===== src/design/calibration_lut_gap_interpolation_top_macros.svh =====
// ----------------------------------------------------------------------------
// Assertion macros
// Shared concurrent assertion wrappers for the calibration table block.
// ----------------------------------------------------------------------------
`ifndef CALIBRATION_LUT_GAP_INTERPOLATION_TOP_MACROS_SVH
`define CALIBRATION_LUT_GAP_INTERPOLATION_TOP_MACROS_SVH
`ifndef ASSERT_OFF
`define CLGI_ASSERT_IMP(label, clk, rst_n, ante, cons) \
  label: assert property (@(posedge clk) disable iff (!rst_n) (ante) |-> (cons)) \
    else $error("assertion failed");
`define CLGI_ASSERT_NXT(label, clk, rst_n, ante, cons) \
  label: assert property (@(posedge clk) disable iff (!rst_n) (ante) |=> (cons)) \
    else $error("assertion failed");
`else
`define CLGI_ASSERT_IMP(label, clk, rst_n, ante, cons)
`define CLGI_ASSERT_NXT(label, clk, rst_n, ante, cons)
`endif
`endif


===== src/design/clgi_pkg.sv =====
// ----------------------------------------------------------------------------
// clgi_pkg
// Constants, codes and controller/datapath interface types.
// ----------------------------------------------------------------------------
`default_nettype none
package clgi_pkg;
  localparam int CHANNELS    = 6;
  localparam int TABLE_DEPTH = 4096;
  localparam int ENTRIES     = CHANNELS * TABLE_DEPTH;
  localparam int ADDR_W      = $clog2(ENTRIES);
  localparam int IDX_W       = $clog2(TABLE_DEPTH);
  localparam int CH_W        = (CHANNELS > 1) ? $clog2(CHANNELS) : 1;
  localparam int OP_W        = 2;
  localparam int CHF_W       = 3;
  localparam int CODE_W      = 12;
  localparam int DAC_W       = 12;
  localparam int VOLT_W      = 17;
  localparam int ENTRY_W     = VOLT_W + 1;
  localparam int IN_DATA_W   = 32;
  localparam int OUT_DATA_W  = 24;
  localparam int X_W         = DAC_W + 7;
  localparam int RECIP_W     = 20;
  localparam int MUL_W       = X_W + RECIP_W;
  localparam int RECIP_SH    = 22;
  localparam logic [RECIP_W-1:0] RECIP = 20'd838861;
  localparam int DIVC_W      = $clog2(VOLT_W + 1);

  typedef enum logic [OP_W-1:0] {
    OP_CLEAR  = 2'd0,
    OP_MARK   = 2'd1,
    OP_INTERP = 2'd2,
    OP_READ   = 2'd3
  } op_t;

  typedef struct packed {
    logic load_item;
    logic clr_start;
    logic clr_step;
    logic mul;
    logic mk_write;
    logic rd_item;
    logic scan_start;
    logic scan_rd;
    logic set_left;
    logic scan_next;
    logic div_start;
    logic fill_start;
    logic fill_step;
    logic res_load;
  } cmd_t;

  typedef struct packed {
    logic mark_ok;
    logic clr_last;
    logic rd_valid;
    logic gap;
    logic j_last;
    logic ch_last;
    logic k_last;
    logic div_busy;
  } sts_t;
endpackage
`default_nettype wire


===== src/design/clgi_ctrl.sv =====
// ----------------------------------------------------------------------------
// clgi_ctrl
// Sequencer: clear sweep, mark, read, scan/divide/fill, result handoff.
// ----------------------------------------------------------------------------
`default_nettype none
`include "calibration_lut_gap_interpolation_top_macros.svh"
module clgi_ctrl (
  input  wire logic           clk,
  input  wire logic           rst_n,
  input  wire logic           in_tvalid,
  input  wire clgi_pkg::op_t  in_op,
  output logic                in_tready,
  output logic                out_tvalid,
  input  wire logic           out_tready,
  output clgi_pkg::cmd_t      cmd,
  input  wire clgi_pkg::sts_t sts
);
  import clgi_pkg::*;

  typedef enum logic [9:0] {
    S_CLR   = 10'b0000000001,
    S_IDLE  = 10'b0000000010,
    S_MUL   = 10'b0000000100,
    S_MKWR  = 10'b0000001000,
    S_RD    = 10'b0000010000,
    S_SCRD  = 10'b0000100000,
    S_SCCHK = 10'b0001000000,
    S_DIV   = 10'b0010000000,
    S_FILL  = 10'b0100000000,
    S_DONE  = 10'b1000000000
  } state_t;

  state_t state_r, state_nxt;
  logic   clr_res_r, clr_res_nxt;
  logic   out_valid_r, out_valid_nxt;
  logic   out_free;
  logic   scan_end;

  assign out_free  = !out_valid_r || out_tready;
  assign scan_end  = sts.j_last && sts.ch_last;
  assign in_tready = state_r == S_IDLE;

  always_comb begin
    state_nxt   = state_r;
    clr_res_nxt = clr_res_r;
    cmd         = '0;
    case (state_r)
      S_CLR: begin
        cmd.clr_step = 1'b1;
        if (sts.clr_last) state_nxt = clr_res_r ? S_DONE : S_IDLE;
      end
      S_IDLE: begin
        if (in_tvalid) begin
          cmd.load_item = 1'b1;
          case (in_op)
            OP_CLEAR: begin
              cmd.clr_start = 1'b1;
              clr_res_nxt   = 1'b1;
              state_nxt     = S_CLR;
            end
            OP_MARK:   state_nxt = S_MUL;
            OP_INTERP: begin
              cmd.scan_start = 1'b1;
              state_nxt      = S_SCRD;
            end
            OP_READ:   state_nxt = S_RD;
            default:   state_nxt = S_DONE;
          endcase
        end
      end
      S_MUL: begin
        cmd.mul   = 1'b1;
        state_nxt = S_MKWR;
      end
      S_MKWR: begin
        cmd.mk_write = sts.mark_ok;
        state_nxt    = S_DONE;
      end
      S_RD: begin
        cmd.rd_item = 1'b1;
        state_nxt   = S_DONE;
      end
      S_SCRD: begin
        cmd.scan_rd = 1'b1;
        state_nxt   = S_SCCHK;
      end
      S_SCCHK: begin
        if (sts.rd_valid && sts.gap) begin
          cmd.div_start = 1'b1;
          state_nxt     = S_DIV;
        end else begin
          cmd.set_left  = sts.rd_valid;
          cmd.scan_next = 1'b1;
          state_nxt     = scan_end ? S_DONE : S_SCRD;
        end
      end
      S_DIV: begin
        if (!sts.div_busy) begin
          cmd.fill_start = 1'b1;
          state_nxt      = S_FILL;
        end
      end
      S_FILL: begin
        cmd.fill_step = 1'b1;
        if (sts.k_last) begin
          cmd.set_left  = 1'b1;
          cmd.scan_next = 1'b1;
          state_nxt     = scan_end ? S_DONE : S_SCRD;
        end
      end
      S_DONE: begin
        if (out_free) begin
          cmd.res_load = 1'b1;
          clr_res_nxt  = 1'b0;
          state_nxt    = S_IDLE;
        end
      end
      default: state_nxt = S_IDLE;
    endcase
  end

  always_comb begin
    out_valid_nxt = out_valid_r;
    if (out_valid_r && out_tready) out_valid_nxt = 1'b0;
    if (cmd.res_load) out_valid_nxt = 1'b1;
  end

  always_ff @(posedge clk) begin
    if (!rst_n) begin
      state_r     <= S_CLR;
      clr_res_r   <= 1'b0;
      out_valid_r <= 1'b0;
    end else begin
      state_r     <= state_nxt;
      clr_res_r   <= clr_res_nxt;
      out_valid_r <= out_valid_nxt;
    end
  end

  assign out_tvalid = out_valid_r;

  `CLGI_ASSERT_IMP(a_fill_after_div, clk, rst_n, cmd.fill_step || cmd.fill_start, !sts.div_busy)
  `CLGI_ASSERT_NXT(a_div_starts, clk, rst_n, cmd.div_start, sts.div_busy)
  `CLGI_ASSERT_IMP(a_res_slot_free, clk, rst_n, cmd.res_load, out_free)
  `CLGI_ASSERT_NXT(a_res_shown, clk, rst_n, cmd.res_load, out_tvalid)
endmodule
`default_nettype wire


===== config.mk =====
export PLATFORM = sky130hd
export DESIGN_NAME = clgi_ctrl
export DESIGN_NICKNAME = d
export VERILOG_FILES = /design/src/design/clgi_pkg.sv /design/src/design/clgi_ctrl.sv
export VERILOG_INCLUDE_DIRS = /design/src /design/src/design
export SDC_FILE = /design/constraint.sdc
export NUM_CORES = 1
export LEC_CHECK = 0
export BUFFER_PORTS_ARGS = -buffer_cell sky130_fd_sc_hd__clkbuf_2
export CORE_AREA = 2 2 46 48
export DETAILED_ROUTE_END_ITERATION = 10
export DIE_AREA = 0 0 48 50
export HOLD_SLACK_MARGIN = 0.12
export PLACE_DENSITY = 0.76
export SLEW_MARGIN = 40
export SYNTH_ARGS = -nofsm -noshare
export SYNTH_HDL_FRONTEND = slang
export SYNTH_SLANG_ARGS = --single-unit

===== constraint.sdc =====
create_clock -name clk -period 4.2 [get_ports clk]
set_input_delay 0.63 -clock clk [delete_from_list [all_inputs] [get_ports clk]]
set_output_delay 0.63 -clock clk [all_outputs]
set_load 0.02 [all_outputs]

; Word-level counts from Yosys, hierarchy flattened
; Cells that the tools add are included.
[op_classes]
eq_ne = 19
muxes = 37
n_reduce_logical = 11
[ops]
columns = operator, count
row1 = 10-bit one-hot mux with 9 select lines, 1
row2 = 10-bit two-way mux, 8
row3 = 10-bit one-hot mux with 4 select lines, 1
row4 = 1-bit two-way mux, 21
row5 = "10-bit by 1-bit equality test with 1-bit output, second input constant", 1
row6 = "10-bit equality test, second input constant", 1
row7 = "10-bit by 2-bit equality test with 1-bit output, second input constant", 1
row8 = "10-bit by 3-bit equality test with 1-bit output, second input constant", 1
row9 = "10-bit by 4-bit equality test with 1-bit output, second input constant", 1
row10 = "10-bit by 5-bit equality test with 1-bit output, second input constant", 1
row11 = "10-bit by 6-bit equality test with 1-bit output, second input constant", 1
row12 = "10-bit by 7-bit equality test with 1-bit output, second input constant", 1
row13 = "10-bit by 8-bit equality test with 1-bit output, second input constant", 1
row14 = "10-bit by 9-bit equality test with 1-bit output, second input constant", 1
row15 = "2-bit inequality test, second input constant", 5
row16 = 2-bit two-way mux, 4
row17 = 5-bit AND reduction, 1
row18 = "2-bit equality test, second input constant", 2
row19 = 2-bit one-hot mux with 2 select lines, 1
row20 = 4-bit AND reduction, 1
row21 = 2-bit nonzero test, 2
row22 = 1-bit logical AND, 3
row23 = "2-bit by 1-bit equality test with 1-bit output, second input constant", 1
row24 = 2-bit logical NOT, 1
row25 = 5 further kinds, 5
[word_totals]
elab_cells = 70
out_inout_bits = 16
inputBits = 14
ff_bits = 12

; Logic depth before layout (Yosys ltp)
; Gate-level depths: netlist of run 1.
[depth]
word_depth = 5
depth_mapped = 7
mapped_depth_nobuf = 5

; Worst setup path after synthesis of run 1
; OpenSTA, ideal clock, no wires.
[synth_path]
kind = register to output
startpoint = register state_r[5]
endpoint = output port cmd[7] (netlist name)
t_arrival_ns = 1.670
path_stages_with_launch = 6
path_slack_ns = 1.900
required_time_ns = 3.570
path_buffers = 1
path_cell_list = dfxtp_1 nor4_4 and4b_1 buf_6 nand2_4 nor3_1
[synth_rtl]
columns = item, line
row1 = start: declaration, clgi_ctrl.sv:33  ; state_t state_r, state_nxt;
row2 = start signal: assignment, clgi_ctrl.sv:134  ; state_r <= state_nxt;
row3 = end: declaration, clgi_ctrl.sv:15  ; output clgi_pkg::cmd_t cmd,

==> impl_metrics.tcl, run 1 <==
set metrics [dict create \
    outcome "finished, final reports clean" \
    critPathArrivalTime_ns 2.03 \
    diodes 0 \
    synth_cell_types 35 \
    cts_tree "done" \
    coreArea_um2 1902 \
    finClkSkew_ns 0.01170 \
    synthTopCellsByArea "dfxtp_1, nand4b_1, nor4_4" \
    worstSetupPathType "flop to output port" \
    crit_path_start "state_r[6]" \
    cts-root-buf "clkbuf_4" \
    async_reset_ff_share_pct 0 \
    initial_core_util_pct 42.89 \
    period_share_pct 63.25 \
    hold_end "clr_res_r" \
    p_leak_uw 0.0004830 \
    drt_first_pass_iters 4 \
    syn_avg_cell_area_um2 8.324 \
    synth_commonest_cells "dfxtp_1, inv_1, nor2_1" \
    r2r-end "state_r[9]" \
    hp-start "clr_res_r" \
    final_area_um2 988.4 \
    dieArea_um2 2400 \
    r2r_slack_ns 2.34 \
    synthFlopType "dfxtp_1" \
    yosysWarnings 0 \
    viasPerCell 5.549 \
    synth_edf_count 0 \
    clockBufferDepth 2 \
    num_rows 16 \
    wl_per_cell_um 13.68 \
    grt_max_degree 12 \
    drcViolationCount 0 \
    ctsResizeCount 0 \
    clock_latency_ns 0.28 \
    synth_top_area_cell "dfxtp_1" \
    finalWorstSetupSlack_ns 1.544 \
    hpwl_um 1685 \
    cap_violations 0 \
    routabilityCongestion 0.8918 \
    final_core_util_pct 51.97 \
    setup_violations 0 \
    start_kind "flop" \
    tightest_slew_ns 0.5076 \
    post_cts_buffers 0 \
    hold_violations 0 \
    postCtsHoldBufs 0 \
    slew_violations 0 \
    antenna_found_initial 0 \
    fmax_mhz 376.5 \
    worstRegToRegCells 5 \
    whs_path_depth 1 \
    place_ws_ns 1.864 \
    grt_pass1_vias 810 \
    ys_seq_area_share_pct 29.45 \
    tns_ns 0 \
    post_dp_cell_area_um2 965.9 \
    syn_area_um2 815.8 \
    peakVddDrop_mv 0.2730 \
    cp-end-kind "output port" \
    cts_max_level 1 \
    die_x_um 48 \
    port_buffers 29 \
    antenna_left 0 \
    grtUsageTotal_pct 19.86 \
    netlist_instances 98 \
    grt_overflow_total 0 \
    wirelength_um 2093 \
    ios 30 \
    area.growth.synth_to_final_pct 21.17 \
    synth_fp_nets 112 \
    yosysMostFrequentCell "dfxtp_1" \
    vias 849 \
    cp.required_ns 3.57 \
    rsz0062_at_grt "false" \
    synth_top_cell_area_share_pct 29.45 \
    relSlewSlack_pct 65.91 \
    crit_fanout 9 \
    finalNetCount 142 \
    layout-drive-gt1-share_pct 30.95 \
    whs_ns 0.5762 \
    drtIter0Drc 23 \
    p_per_area_nw_per_um2 275.6 \
    synth_seq_cells 12 \
    grt_pass1_wl_um 3498 \
    die_h_um 50 \
    clock_sinks 12 \
    hp-class "flop to flop" \
    clk_pin_slew_ns 0.07 \
    finalCriticalPeriod_ns 2.656 \
    cts_buffers 3 \
    reg2reg_from "state_r[0]" \
]
==> worst max-delay path, stage by stage, from the launching register on <==
cell	delay (ns)
dfxtp_1	0.38
nor4_4	0.52
and4b_1	0.42
nand2_4	0.09
nor3_4	0.14
clkbuf_2	0.20
==> cells by family after synthesis <==
logic type,after synthesis,share of synthesized area [%]
compound gates,14,13.04
xor+xnor,1,1.074
buf+inv,15,8.589
flops,12,29.45
simple gates,56,47.85
==> metrics by stage <==
| step | total power [uW] | std cells |
|---|---|---|
| CTS | 272.7 | 153 |
| global route | 287.0 | 153 |
| finish | 272.5 | 153 |
| detailed placement | 205.0 | 150 |
| global placement | 203.5 | 150 |
| floorplan | 182.7 | 98 |
==> layout make-up <==
class / count / area [um2]
Timing Repair Buffer: 29 / 145.1
Multi-Input combinational cell: 71 / 505.5
Tap cell: 27 / 33.78
Sequential cell: 12 / 240.2
Clock buffer: 3 / 22.52
Inverter: 11 / 41.29
Fill cell: 192 / 913.4
==> state kept, by name, summed over array words and instances, names as in the netlist <==
| signal | count |
|---|---|
| state_r | 10 |
| clr_res_r | 1 |
| out_tvalid | 1 |
==> cell usage in the layout, fill, tap and decap left out, types with 2 or more instances in the layout <==
| master | synthesis | layout |
|---|---|---|
| nand2_1 | 7 | 7 |
| nand3_1 | 3 | 3 |
| o211ai_1 | 2 | 2 |
| inv_1 | 11 | 11 |
| o21ai_0 | 3 | 3 |
| nand4b_1 | 5 | 5 |
| nor3_1 | 4 | 4 |
| nor3b_1 | 3 | 3 |
| nor4_4 | 2 | 2 |
| nor2b_1 | 4 | 4 |
| a21oi_1 | 2 | 2 |
| dfxtp_1 | 12 | 12 |
| clkbuf_2 | 0 | 29 |
| nand4_1 | 5 | 5 |
| nand2b_1 | 2 | 2 |
| and4b_1 | 2 | 2 |
| nor2_1 | 8 | 8 |
| nor4_1 | 4 | 4 |
| clkbuf_4 | 0 | 3 |
==> power breakdown <==
part	switching [uW]	total [uW]	leakage, uW	internal (uW)
clock network	35.9	69.1	0.0000138	33.2
logic	45.1	75.1	0.000372	30.0
registers	9.64	128	0.0000975	119
total	90.6	272	0.000483	182
==> layer usage <==
layer / vias up / routed length, um / track usage, %
met4: 0 / 30 / 4.054
li1: 425 / - / -
met3: 4 / 133 / 7.692
met5: - / 0 / 0
met2: 31 / 1038 / 31.33
met1: 389 / 889 / 25.17
==> worst max-delay path by stage <==
| stage | to | slack, ns | cells past startpoint |
|---|---|---|---|
| 2_1_floorplan | cmd[7] | 1.90 | 5 |
| 3_3_place_gp | cmd[12] | 1.96 | 5 |
| 3_5_place_dp | cmd[12] | 1.86 | 5 |
| 4_1_cts | cmd[12] | 1.55 | 5 |
| 5_1_grt | cmd[7] | 1.40 | 5 |
| 6_report | cmd[12] | 1.54 | 5 |
No activity file was read; power rests on OpenSTA's default activity.
==> run 2, diff against run 1 <==
Settings changed: CORE_AREA 2 2 46 48 to 2 2 47 49, DIE_AREA 0 0 48 50 to 0 0 49 51.
Clock period 4.2 ns to 2.2 ns, I/O delays scaled along.
==> impl_metrics.tcl, run 2 (synthesis gave the netlist of run 1 again) <==
set metrics [dict create \
    outcome "finished, final reports clean" \
    wirelength_um 2059 \
    crit_fanout 8 \
    period_share_pct 96.15 \
    die_h_um 51 \
    cpLargestDelayFamily "simple AND/OR/NAND/NOR gates" \
    largest_reg_flops 10 \
    tightest_slew_ns 0.4273 \
    cp.required_ns 1.87 \
    antenna_left 0 \
    viasPerCell 5.430 \
    clock_sinks 12 \
    worstSetupPathType "flop to output port" \
    switching_share_pct 31.56 \
    final_common_cell "clkbuf_2" \
    p_leak_uw 0.0005144 \
    finalCriticalPeriod_ns 2.115 \
    hp-class "primary input to flop" \
    slew_violations 0 \
    power_frac_seq_pct 42.4 \
    final_core_util_pct 50.70 \
    share_comb_of_total_power_pct 27.0 \
    grt_overflow_total 0 \
    p_clk_share_pct 30.7 \
    layout_common_cells "clkbuf_2, inv_1, dfxtp_1" \
    drcViolationCount 0 \
    die_x_um 49 \
    port_buffers 29 \
    grt_max_degree 12 \
    layout-drive-gt1-share_pct 36.15 \
    clk_pin_slew_ns 0.07 \
    routabilityCongestion 0.8151 \
    num_rows 17 \
    maxUsedRoutingLayer "met4" \
    slowest_stage "dfxtp_1" \
    relSlewSlack_pct 71.25 \
    p_int_uw 396.3 \
    clockBufferDepth 2 \
    fillers 218 \
    hpwl_um 1605 \
    regMostFlops "state_r" \
    grt_pass1_vias 761 \
    hold_violations 0 \
    finClkSkew_ns 0.007439 \
    cts_tree "done" \
    wirelength_met1_um 877 \
    vias 858 \
    route.met2.wl_um 982 \
    fmax_mhz 472.7 \
    critPathBufInv 2 \
    drtIter0Drc 14 \
    grt_pass1_wl_um 3353 \
    critPathMaxStageDelay_ns 0.38 \
    diodes 0 \
    cts-root-buf "clkbuf_4" \
    power_switching_uw 182.7 \
    area.growth.synth_to_final_pct 28.22 \
    wl_per_cell_um 13.03 \
    setup_violations 0 \
    cts_buffers 3 \
    coreArea_um2 2063 \
    wl_met3_um 138 \
    finalNetCount 145 \
    peakVddDrop_mv 0.4285 \
    cap_violations 0 \
    critPathArrivalTime_ns 1.79 \
    drt_first_pass_iters 5 \
    ios 30 \
    start_kind "flop" \
    initial_core_util_pct 39.54 \
    cp-end-kind "output port" \
    clock_latency_ns 0.28 \
    p_per_area_nw_per_um2 553.6 \
    critical_path.cell_chain "nor4_4 -> buf_4 -> and4b_1 -> nand2_1 -> o21ai_0 -> clkbuf_2" \
    grtUsageTotal_pct 17.63 \
    whs_ns 0.3076 \
    dieArea_um2 2499 \
    antenna_found_initial 0 \
    r2r_slack_ns 0.44 \
    cts_max_level 1 \
]
-- run 2: power groups by stage --
| stage | combinational, uW | clock, uW | sequential (uW) |
|---|---|---|---|
| 6_report | 156 | 178 | 245 |
| 5_1_grt | 172 | 188 | 248 |
| 4_1_cts | 153 | 183 | 244 |
| 3_5_place_dp | 147 | 0 | 248 |
| 3_3_place_gp | 145 | 0 | 248 |
| 2_1_floorplan | 105 | 0 | 243 |
-- run 2: metal layers --
metal / global-route usage (%) / up-vias
met5: 0 / -
met4: 10.95 / 0
met3: 5.556 / 8
met2: 26.71 / 31
met1: 21.76 / 384
li1: - / 435
-- run 2: worst reg2reg max path: stages (launching register included) --
cell      delay, ns
dfxtp_1        0.56
nor4_4         0.08
and4b_2        0.25
buf_4          0.15
nor4_1         0.42
o2111a_1       0.25
-- run 2: worst paths after layout --
check	cells after the start	start	endpoint
hold / removal	2	in_op[1]	state_r[2]
setup reg to reg	5	state_r[9]	state_r[1]
hold reg to reg	1	clr_res_r	clr_res_r
setup / recovery	6	state_r[5]	cmd[5]
-- run 2: final cells by class --
type | instances | area (um2) | area share [%]
clock buffer | 4 | 36.28 | 3.469
inverter | 11 | 41.29 | 3.947
multi-input combinational | 71 | 524.3 | 50.12
sequential | 12 | 241.5 | 23.09
tap | 28 | 35.03 | 3.349
timing repair buffer | 32 | 167.7 | 16.03
-- run 2: repair_timing --
item,4_1_cts,5_1_grt
buffers inserted,1,0
cloned,0,0
gates resized for setup,2,3
endpoints found under the setup margin,2,5
pin swaps,1,2
hold buffers,0,0
-- run 2: through the flow --
| stage | TNS, ns | instance area, um2 | power (uW) | std cells | setup WS [ns] |
|---|---|---|---|---|---|
| after detailed placement | 0 | 982.2 | 395.7 | 153 | 0.2264 |
| after CTS | 0 | 1036 | 580.2 | 158 | 0.03614 |
| final | 0 | 1046 | 579.1 | 158 | 0.08462 |
| after floorplan | 0 | 815.8 | 348.8 | 98 | 0.2000 |
| after global routing | -0.01238 | 1046 | 607.8 | 158 | -0.01238 |
| after global placement | 0 | 982.2 | 392.9 | 153 | 0.3001 |
